**config.mk**
```make
export PLATFORM = sky130hd
export DESIGN_NAME = adpcm4_frame_decoder_core
export DESIGN_NICKNAME = d
export VERILOG_FILES = /design/src/rtl/afd_pkg.sv /design/src/rtl/afd_predictor.sv /design/src/rtl/afd_out_reg.sv /design/src/rtl/adpcm4_frame_decoder_core.sv
export SDC_FILE = /design/constraint.sdc
export NUM_CORES = 1
export LEC_CHECK = 0
export BUFFER_PORTS_ARGS = -buffer_cell sky130_fd_sc_hd__buf_2
export CAP_MARGIN = 40
export CELL_PAD_IN_SITES_DETAIL_PLACEMENT = 0
export CELL_PAD_IN_SITES_GLOBAL_PLACEMENT = 2
export CORE_MARGIN = 5
export CORE_UTILIZATION = 30
export DETAILED_ROUTE_END_ITERATION = 12
export GPL_ROUTABILITY_DRIVEN = 0
export PLACE_DENSITY_LB_ADDON = 0.3
export SLEW_MARGIN = 30
export SYNTH_ARGS = -nofsm -noshare
export SYNTH_HDL_FRONTEND = slang
export SYNTH_SLANG_ARGS = --single-unit
```
**constraint.sdc**
```tcl
create_clock -name clock -period 8 [get_ports clock]
set_input_delay 0.4 -clock clock [delete_from_list [all_inputs] [get_ports clock]]
set_output_delay 0.4 -clock clock [all_outputs]
set_load 0.005 [all_outputs]
```
**src/rtl/afd_pkg.sv**
```systemverilog
package afd_pkg;

   localparam logic [3:0] FRAME_BYTES   = 4'd9;
   localparam logic [3:0] LAST_DATA_POS = 4'd8;
   localparam logic [3:0] FIRST_DATA_POS = 4'd1;
   localparam logic [3:0] HEADER_POS    = 4'd0;

   localparam int unsigned PRED_SHIFT = 11;

   localparam logic signed [15:0] SAT_MAX = 16'sh7fff;
   localparam logic signed [15:0] SAT_MIN = 16'sh8000;

   typedef struct packed {
      logic signed [13:0] c1;
      logic signed [13:0] c2;
   } coeff_pair_type;

   typedef struct packed {
      logic signed [15:0] pcm_sample;
      logic               last_of_byte;
      logic               frame_end;
   } rsp_word_type;

   // fixed predictor coefficient pairs, selected by the header low nibble
   function automatic coeff_pair_type coeff_lookup(input logic [3:0] sel);
      coeff_pair_type pair;
      case (sel)
         4'd0:    pair = '{c1:  14'sd0,    c2:  14'sd0};
         4'd1:    pair = '{c1:  14'sd2048, c2:  14'sd0};
         4'd2:    pair = '{c1:  14'sd0,    c2:  14'sd2048};
         4'd3:    pair = '{c1:  14'sd1024, c2:  14'sd1024};
         4'd4:    pair = '{c1:  14'sd4096, c2: -14'sd2048};
         4'd5:    pair = '{c1:  14'sd3584, c2: -14'sd1536};
         4'd6:    pair = '{c1:  14'sd3072, c2: -14'sd1024};
         4'd7:    pair = '{c1:  14'sd4608, c2: -14'sd2560};
         4'd8:    pair = '{c1:  14'sd4200, c2: -14'sd2248};
         4'd9:    pair = '{c1:  14'sd4800, c2: -14'sd2300};
         4'd10:   pair = '{c1:  14'sd5120, c2: -14'sd3072};
         4'd11:   pair = '{c1:  14'sd2048, c2: -14'sd2048};
         4'd12:   pair = '{c1:  14'sd1024, c2: -14'sd1024};
         4'd13:   pair = '{c1: -14'sd1024, c2:  14'sd1024};
         4'd14:   pair = '{c1: -14'sd1024, c2:  14'sd0};
         4'd15:   pair = '{c1: -14'sd2048, c2:  14'sd0};
         default: pair = '{c1:  14'sd0,    c2:  14'sd0};
      endcase
      return pair;
   endfunction

endpackage

```
**src/rtl/afd_predictor.sv**
```systemverilog
module afd_predictor
   import afd_pkg::*;
(
   input  logic signed [15:0] hist_one,
   input  logic signed [15:0] hist_two,
   input  logic        [3:0]  coeff_sel,
   input  logic        [3:0]  scale_shift,
   input  logic        [3:0]  nibble,
   output logic signed [15:0] sample
);

   coeff_pair_type     pair;
   logic signed [29:0] prod_one;
   logic signed [29:0] prod_two;
   logic        [30:0] prod_sum;
   logic        [19:0] pred;
   logic        [19:0] delta_ext;
   logic        [19:0] scaled;
   logic        [20:0] raw;
   logic               in_range;

   assign pair     = coeff_lookup(coeff_sel);
   assign prod_one = hist_one * pair.c1;
   assign prod_two = hist_two * pair.c2;
   assign prod_sum = {prod_one[29], prod_one} + {prod_two[29], prod_two};

   // arithmetic shift right rounds towards minus infinity
   assign pred = prod_sum[30:PRED_SHIFT];

   assign delta_ext = {{16{nibble[3]}}, nibble};
   assign scaled    = delta_ext << scale_shift;

   assign raw      = {pred[19], pred} + {scaled[19], scaled};
   assign in_range = (raw[20:15] == {6{raw[15]}});

   always_comb begin
      if (in_range) begin
         sample = raw[15:0];
      end else if (raw[20]) begin
         sample = SAT_MIN;
      end else begin
         sample = SAT_MAX;
      end
   end

endmodule

```
**src/rtl/afd_out_reg.sv**
```systemverilog
module afd_out_reg
   import afd_pkg::*;
(
   input  logic               clock,
   input  logic               reset,
   input  logic               push,
   input  rsp_word_type       word_in,
   output logic               free,
   output logic               rsp_valid,
   input  logic               rsp_ready,
   output logic signed [15:0] rsp_pcm_sample,
   output logic               rsp_last_of_byte,
   output logic               rsp_frame_end
);

   logic         valid_ff;
   logic         valid_in;
   rsp_word_type word_ff;

   // a waiting word can be replaced in the cycle it is taken
   assign free     = !valid_ff || rsp_ready;
   assign valid_in = push || (valid_ff && !rsp_ready);

   always_ff @(posedge clock) begin
      if (reset) begin
         valid_ff <= 1'b0;
      end else begin
         valid_ff <= valid_in;
      end
   end

   always_ff @(posedge clock) begin
      if (push && free) begin
         word_ff <= word_in;
      end
   end

   assign rsp_valid        = valid_ff;
   assign rsp_pcm_sample   = word_ff.pcm_sample;
   assign rsp_last_of_byte = word_ff.last_of_byte;
   assign rsp_frame_end    = word_ff.frame_end;

endmodule

```
**src/rtl/adpcm4_frame_decoder_core.sv**
```systemverilog
// 4-bit ADPCM decoder for 9-byte frames. A header byte is absorbed and
// yields no word; a data byte stays in the decode register for both of its
// samples, high nibble first, since each prediction needs the sample just
// made (two coefficient multiplies, add, shift and clip, all combinational).
// A byte can be taken while the previous result still waits in the output
// register; sustained rate is one sample per cycle when rsp_ready stays
// high, header bytes apart. Samples appear in the cycle after their decode.
module adpcm4_frame_decoder_core
   import afd_pkg::*;
(
   input  logic               clock,
   input  logic               reset,
   input  logic               req_valid,
   output logic               req_ready,
   input  logic        [7:0]  req_stream_byte,
   input  logic               req_wave_start,
   output logic               rsp_valid,
   input  logic               rsp_ready,
   output logic signed [15:0] rsp_pcm_sample,
   output logic               rsp_last_of_byte,
   output logic               rsp_frame_end
);

   logic               in_valid_ff;
   logic               in_valid_in;
   logic        [7:0]  in_byte_ff;
   logic               in_start_ff;
   logic               phase_ff;
   logic               phase_in;
   logic        [3:0]  pos_ff;
   logic        [3:0]  pos_in;
   logic        [3:0]  shift_ff;
   logic        [3:0]  shift_in;
   logic        [3:0]  coeff_ff;
   logic        [3:0]  coeff_in;
   logic signed [15:0] hist_one_ff;
   logic signed [15:0] hist_one_in;
   logic signed [15:0] hist_two_ff;
   logic signed [15:0] hist_two_in;

   logic               is_header;
   logic               out_free;
   logic               push;
   logic               consume;
   logic               accept;
   logic        [3:0]  nibble;
   logic signed [15:0] sample;
   rsp_word_type       word;

   // wave start forces the byte to be taken as a header
   assign is_header = in_start_ff || (pos_ff == HEADER_POS) || (pos_ff >= FRAME_BYTES);
   assign push      = in_valid_ff && !is_header && out_free;
   assign consume   = in_valid_ff && (is_header || (out_free && phase_ff));
   assign req_ready = !in_valid_ff || consume;
   assign accept    = req_valid && req_ready;

   assign nibble = phase_ff ? in_byte_ff[3:0] : in_byte_ff[7:4];

   afd_predictor u_pred (
      .hist_one    (hist_one_ff),
      .hist_two    (hist_two_ff),
      .coeff_sel   (coeff_ff),
      .scale_shift (shift_ff),
      .nibble      (nibble),
      .sample      (sample)
   );

   always_comb begin
      word.pcm_sample   = sample;
      word.last_of_byte = phase_ff;
      word.frame_end    = phase_ff && (pos_ff == LAST_DATA_POS);
   end

   always_comb begin
      in_valid_in = accept || (in_valid_ff && !consume);
      phase_in    = phase_ff;
      pos_in      = pos_ff;
      shift_in    = shift_ff;
      coeff_in    = coeff_ff;
      hist_one_in = hist_one_ff;
      hist_two_in = hist_two_ff;
      if (in_valid_ff && is_header) begin
         shift_in = in_byte_ff[7:4];
         coeff_in = in_byte_ff[3:0];
         pos_in   = FIRST_DATA_POS;
         phase_in = 1'b0;
         if (in_start_ff) begin
            hist_one_in = '0;
            hist_two_in = '0;
         end
      end else if (push) begin
         hist_two_in = hist_one_ff;
         hist_one_in = sample;
         phase_in    = !phase_ff;
         if (phase_ff) begin
            pos_in = (pos_ff == LAST_DATA_POS) ? HEADER_POS : 4'(pos_ff + 4'd1);
         end
      end
   end

   always_ff @(posedge clock) begin
      if (reset) begin
         in_valid_ff <= 1'b0;
         phase_ff    <= 1'b0;
         pos_ff      <= HEADER_POS;
         shift_ff    <= '0;
         coeff_ff    <= '0;
         hist_one_ff <= '0;
         hist_two_ff <= '0;
      end else begin
         in_valid_ff <= in_valid_in;
         phase_ff    <= phase_in;
         pos_ff      <= pos_in;
         shift_ff    <= shift_in;
         coeff_ff    <= coeff_in;
         hist_one_ff <= hist_one_in;
         hist_two_ff <= hist_two_in;
      end
   end

   always_ff @(posedge clock) begin
      if (accept) begin
         in_byte_ff  <= req_stream_byte;
         in_start_ff <= req_wave_start;
      end
   end

   afd_out_reg u_out (
      .clock            (clock),
      .reset            (reset),
      .push             (push),
      .word_in          (word),
      .free             (out_free),
      .rsp_valid        (rsp_valid),
      .rsp_ready        (rsp_ready),
      .rsp_pcm_sample   (rsp_pcm_sample),
      .rsp_last_of_byte (rsp_last_of_byte),
      .rsp_frame_end    (rsp_frame_end)
   );

endmodule

```
Yosys cells after proc, flatten, opt, wreduce, memory -nomap -nowiden
Memories as Yosys holds them, arrays and structs flattened. A register that Yosys moved wholly into a read port is not among the register bits.
Index checks and enable logic that the tools add are counted.

storage, ports and cells
  bits in registers = 74
  ROM bits = 304
  bits of input ports = 13
  output and inout port bits = 20
  logic and storage cells = 69
  memories kept = 1

memories
  memory           words  width  read ports  clocked after Yosys merged registers in  write ports  line           RTL
  (no name shown)  16     19     1           1                                        0            afd_pkg.sv:27  case (sel)

operators by class
  $add $sub $neg = 3
  multipliers = 2
  $lt $le $gt $ge = 1
  equal/unequal tests = 3
  shift-type cells = 1
  mux-type cells = 14
  reductions and logical operators = 30

operator list
  kind                                                           number
  16-bit two-way mux                                             7
  16-bit by 14-bit multiplier with 30-bit output                 2
  30-bit by 30-bit adder with 31-bit output                      1
  20-bit by 20-bit adder with 21-bit output                      1
  20-bit by 4-bit left shift with 20-bit output                  1
  4-bit two-way mux                                              4
  1-bit logical AND                                              10
  1-bit logical OR                                               7
  1-bit zero test                                                6
  2-bit AND reduction                                            3
  5-bit == test                                                  1
  4-bit by 1-bit adder with 4-bit output, second input constant  1
  4-bit == test, second input constant                           1
  4-bit greater-or-equal comparator, second input constant       1
  4-bit zero test                                                1
  2-bit nonzero test                                             2
  1-bit two-way mux                                              3
  2-bit != test, second input constant                           1
  2-bit OR reduction                                             1

Logic depth before layout (Yosys ltp)
  depth in word-level cells = 8
  gate-level depth with buffers = 37
  depth with buffers taken out = 34

Hierarchy
From an unflattened synthesis, not the netlist that was laid out.

second synthesis, totals
  cells, all modules = 1836
  area total of the unflattened synthesis = 17256.6 um^2

modules (own cells, without submodules)
  module                     instances  cells an instance  area an instance (um^2)
  afd_predictor              1          1545               14133.6
  adpcm4_frame_decoder_core  1          268                2527.4
  afd_out_reg                1          23                 595.6

Least setup slack after synthesis
No wires, ideal clock.

  path type = flip-flop to flip-flop
  start = register u_pred.pair[19] (netlist name)
  end = register u_out.word_ff, in the netlist u_out.rsp_pcm_sample[0] (data pin)
  library setup time = 258 ps
  arrival = 8233 ps
  path slack = -491 ps
  cell stages (with the launch flop) = 33
  buffers on the path = 2
  period minus slack after synthesis = 8491 ps
  path through = dfxtp_1 -> clkbuf_1 -> nand2_1 -> fa_1 -> fa_1 -> fa_1 -> inv_1 -> fa_1 -> fa_1 -> fa_1 -> inv_1 -> fa_1 -> inv_1 -> ha_1 -> ha_1 -> a21o_1 -> a21o_1 -> a21oi_1 -> o21ai_0 -> a211oi_2 -> o21bai_1 -> a31oi_1 -> xnor2_1 -> ha_1 -> o21ai_0 -> a21oi_1 -> a211oi_1 -> a21bo_2 -> a21oi_1 -> o211ai_2 -> a21oi_4 -> buf_6 -> nor2_1

between the ends
  cells in the longest elaborated chain, start to end = 5
  elaborated cells on any way between the ends = 6

ends and longest elaborated chain
  item                                                 line                                      RTL
  16-bit by 14-bit multiplier with 30-bit output (*)   afd_predictor.sv:23                       assign prod_one = hist_one * pair.c1;
  30-bit by 30-bit adder with 31-bit output (*)        afd_predictor.sv:25                       assign prod_sum = {prod_one[29], prod_one} + {prod_two[29], prod_two};
  20-bit by 20-bit adder with 21-bit output (*)        afd_predictor.sv:33                       assign raw = {pred[19], pred} + {scaled[19], scaled};
  5-bit == test or 16-bit two-way mux (tied branches)  afd_predictor.sv:34, afd_predictor.sv:39
  16-bit two-way mux (*)                               afd_predictor.sv:37                       if (in_range) begin
  named net sample[0]                                  adpcm4_frame_decoder_core.sv:47           logic signed [15:0] sample;
  end signal: assignment                               afd_out_reg.sv:34                         word_ff <= word_in;
  end: declaration                                     afd_out_reg.sv:18                         rsp_word_type word_ff;

Mark *: on every way through the listed nets, which the timed path passes. The rest lies on a longest branch.
A chain may end at the register's enable or synchronous reset.

Worst setup path in the final report
  start = register u_pred.pair[19] (netlist name)
  end = register u_out.word_ff, in the netlist u_out.rsp_pcm_sample[2] (data pin)

between the ends
  cells in the longest elaborated chain, start to end = 5
  elaborated cells on any way between the ends = 6

ends and longest elaborated chain
  item                                                 line
  16-bit by 14-bit multiplier with 30-bit output (*)   afd_predictor.sv:23
  30-bit by 30-bit adder with 31-bit output (*)        afd_predictor.sv:25
  20-bit by 20-bit adder with 21-bit output (*)        afd_predictor.sv:33
  5-bit == test or 16-bit two-way mux (tied branches)  afd_predictor.sv:34, afd_predictor.sv:39
  16-bit two-way mux (*)                               afd_predictor.sv:37
  named net sample[2]                                  adpcm4_frame_decoder_core.sv:47

Marks and branches as above.

==> summary.txt <==
Place
  – Dpl cell area: 0.0208 mm2
  – Placed wire-length estimate: 42,200 um
  – Port buffer count: 32

Critical path
  – Setup crit end kind: flip-flop
  – Flop-to-flop setup slack: -0.46 ns
  – Worst path required time: 8.12 ns
  – Crit-path max FO: 14
  – R2R Path Start: u_pred.pair[19]$_SDFF_PP0_
  – End of the worst register-to-register path: u_out.rsp_pcm_sample[2]$_DFFE_PP_
  – Critical path launch point type: flip-flop
  – Arrival @ worst endpoint: 8.58 ns
  – Slowest CP cell: fa_1
  – Critical path's most frequent cell: fa_1
  – WS Path Type: reg -> reg
  – Worst reg-to-reg path cell count: 32
  – Max incr delay on CP: 0.55 ns

Routing
  – Final WL: 49,100 um
  – Via density: 4.53
  – 1st-iter DRT viols: 440
  – Post-DR wirelength/cell: 16.9 um
  – Routed Antenna Nets: 0
  – Vias: 13,200
  – Drc violations: 0
  – DR pass1 iterations: 5

Timing
  – Setup TNS: -12.54 ns
  – Minimum clock period: 8.46 ns
  – Worst-Margin Slew: 1.24 ns
  – # setup viols final: 32
  – Final hold vios: 0
  – Final Cycle Share: 106%
  – FMAX: 118 MHz
  – RSZ-0062 raised after global routing: true
  – Final slew viol count: 0
  – Setup ws final: -0.464 ns
  – Rel. slew slack: 17.0%
  – Skew final: 0.0118 ns

Clock tree
  – Clock sinks: 86
  – CTS Buffer Depth: 2
  – Hold Buf Count CTS: 0
  – Root buffer cell: clkbuf_16
  – CTS H-tree lvls: 3
  – Clk_lat worst skew: 0.37 ns
  – Clock-pin slew on the worst setup and hold paths: 0.07 ns
  – Number of buffers created by CTS: 9
  – CTS tree: built

Global routing
  – First-pass GRT wire length: 78,400 um
  – Gr ovfl total: 0
  – Initial antenna violation count: 2
  – Maximum number of pins on one net before global-route repair: 36
  – GRT Total Usage: 15.6%
  – Vias in the first global route: 14,100

Floorplanning
  – CORE AREA: 0.0579 mm2
  – Die area: 0.0636 mm2
  – Die Height: 252 um
  – Die Span X: 252 um
  – Num rows: 88
  – Initial core utilization: 30.4%
  – # IOs: 33

Synth
  – Syn Std Cell Area: 0.0176 mm2
  – Main synth FF type: dfxtp_1
  – Syn_area_per_cell: 9.39 um2
  – Synth unique cells: 76
  – EDFF count, synth: 27
  – Async S/R FF share, synth: 0%
  – Seq/Total Area, Yosys: 11.3%
  – Syn_nets: 2,431
  – Flops & latches, synth: 86
  – Yosys warnings: 0
  – Synth Instances: 1,874

Cells and area
  – Register area: 0.00201 mm2
  – Layout cells sized above 1: 23.5%
  – Finished Cell Area: 0.0223 mm2
  – Area occupied by multi-input gates: 0.0147 mm2
  – Nets@finish: 2,700
  – Synthesis-to-finish area growth: 26.8%
  – Fillers: 5,907

Pwr
  – Worst IR Drop VDD: 91.1 uV
  – Tot Pwr: 1830 uW
  – Leak pwr: 0.0112 uW
  – Pwr Density: 82.2 mW/mm2

Outcome
  – Failing checks: setup timing
  – Status: finished with violations

Min path
  – HP Start: req_stream_byte[3]
  – Hold EP: in_byte_ff[3]$_DFFE_PP_
  – Hold Crit Depth: 1
  – Hold crit path type: in -> reg

Run
  – MaxCap Viol Count: 0
## timing repair
item | in CTS | in global routing
resized for setup | 55 | 121
endpoints found under the setup margin | 32 | 32
cloned | 2 | 4
pin swaps | 22 | 48
buffers inserted | 10 | 12
endpoints found under the hold margin | 0 | 0
## final cells by class
cell class / instances / share of cell area [%]
inverter: 426 / 7.17
clock buffer: 11 / 1.09
antenna: 1 / 0.0112
tap: 765 / 4.29
clock inverter: 5 / 0.292
sequential: 86 / 8.99
multi-input combinational: 1293 / 65.8
timing repair buffer: 327 / 12.4
## cells by family (layout without fill, tap and decap cells)
family                     Yosys count  in the layout  share of synthesized area (%)
buffers and inverters              495            769                           10.7
adders and majority gates          544            544                           52.2
DFF                                 86             86                           11.3
and+or+nand+nor                    459            459                           13.4
other                                0              1                              0
muxes                               18             18                           1.04
xor gates and xnor gates            46             46                           2.33
AOI/OAI and AO/OA                  226            226                           9.14
## worst max-delay path, delay by kind of cell (launching register included)
family                     cells  cell delay (ns)
and+or+nand+nor                4             0.81
AOI/OAI and AO/OA              8             1.57
DFF                            1             0.43
xor gates and xnor gates       1             0.17
buffers and inverters          8             0.83
adders and majority gates     10             4.14
muxes                          1             0.22
## sequential cells by signal (all words and copies together) (netlist names)
| name | flops |
|---|---|
| u_pred.pair | 12 |
| shift_ff | 4 |
| coeff_ff | 4 |
| in_byte_ff | 8 |
| pos_ff | 4 |
| hist_two_ff | 16 |
| phase_ff | 1 |
| u_out.rsp_valid | 1 |
| u_out.rsp_pcm_sample | 16 |
| u_out.rsp_last_of_byte | 1 |
| hist_one_ff | 16 |
| u_out.rsp_frame_end | 1 |
| in_valid_ff | 1 |
| in_start_ff | 1 |
## stage by stage
stage	hold slack, ns	cells	utilization (%)	setup WS, ns
2_1_floorplan	0.406	1874	-	0.0155
3_3_place_gp	0.481	2869	35.9	-0.666
3_5_place_dp	0.490	2870	35.9	-0.691
4_1_cts	0.185	2898	37.1	-0.390
5_1_grt	0.193	2914	38.5	-0.715
6_report	0.203	2914	38.5	-0.464
## metal layers
layer	vias up	wire (um)	GRT usage, %
li1	6384	-	-
met2	134	24800	27.4
met5	-	0	0
met4	0	627	2.62
met1	6665	22600	21.1
met3	25	1150	1.92
## worst max-delay path by stage
stage / cells past startpoint / from / slack (ns) / end
2_1_floorplan: 32 / u_pred.pair[19]$_SDFF_PP0_ / 0.02 / u_out.rsp_pcm_sample[12]$_DFFE_PP_
3_3_place_gp: 32 / u_pred.pair[21]$_SDFF_PN0_ / -0.67 / hist_one_ff[6]$_SDFFE_PP0P_
3_5_place_dp: 29 / u_pred.pair[21]$_SDFF_PN0_ / -0.69 / u_out.rsp_pcm_sample[4]$_DFFE_PP_
4_1_cts: 34 / u_pred.pair[21]$_SDFF_PN0_ / -0.39 / hist_one_ff[5]$_SDFFE_PP0P_
5_1_grt: 33 / u_pred.pair[19]$_SDFF_PP0_ / -0.72 / u_out.rsp_pcm_sample[2]$_DFFE_PP_
6_report: 32 / u_pred.pair[19]$_SDFF_PP0_ / -0.46 / u_out.rsp_pcm_sample[2]$_DFFE_PP_
## Yosys cell counts (3+ instances only)
cell type  number  share of area (%)
inv_1         426                9.1
nand2_1       143                3.0
dfxtp_1        59                6.7
o22ai_1         4               0.14
mux2i_1        16               0.91
a211oi_1        5               0.21
o211ai_1        5               0.21
o21a_1          6               0.26
a211o_1         3               0.15
clkbuf_1       58                1.2
and3_1         10               0.36
a21oi_1        48                1.4
a21o_1         20               0.85
fa_1          316                 36
xor2_1         10               0.50
nor2_1         75                1.6
o21ai_1         3              0.085
a31oi_1        21               0.75
and2_1        143                5.1
o21bai_1        4               0.17
o21ai_0        37                1.1
nand3_1        13               0.37
edfxtp_1       27                4.6
o31ai_1        11               0.47
a22oi_1        18               0.77
o31ai_2         8               0.57
a32oi_1         4               0.20
or3_1           5               0.18
nor2b_1        16               0.57
nand2b_1       28                1.0
xnor2_1        35                1.7
ha_1          228                 16
nor3_1         11               0.31
buf_2           7               0.20
## cell usage in the layout (no fill, tap or decap), types with 13 or more instances in the layout
cell type	instances
inv_1	420
fa_1	309
buf_4	254
ha_1	209
and2_1	141
nand2_1	131
nor2_1	71
dfxtp_1	52
a21oi_1	35
buf_2	33
xnor2_1	29
nand2b_1	28
o21ai_0	28
edfxtp_1	27
buf_12	22
a21o_1	19
a22oi_1	17
mux2i_1	16
nor2b_1	15
ha_4	14
buf_6	13
## power by group
part	internal, uW	leakage (uW)	total, uW	switching, uW
registers	471	0.000736	488	17.4
logic	405	0.0103	887	482
clock network	255	0.000151	460	205
total	1130	0.0112	1830	704
Power figures use the tool's default switching activity.
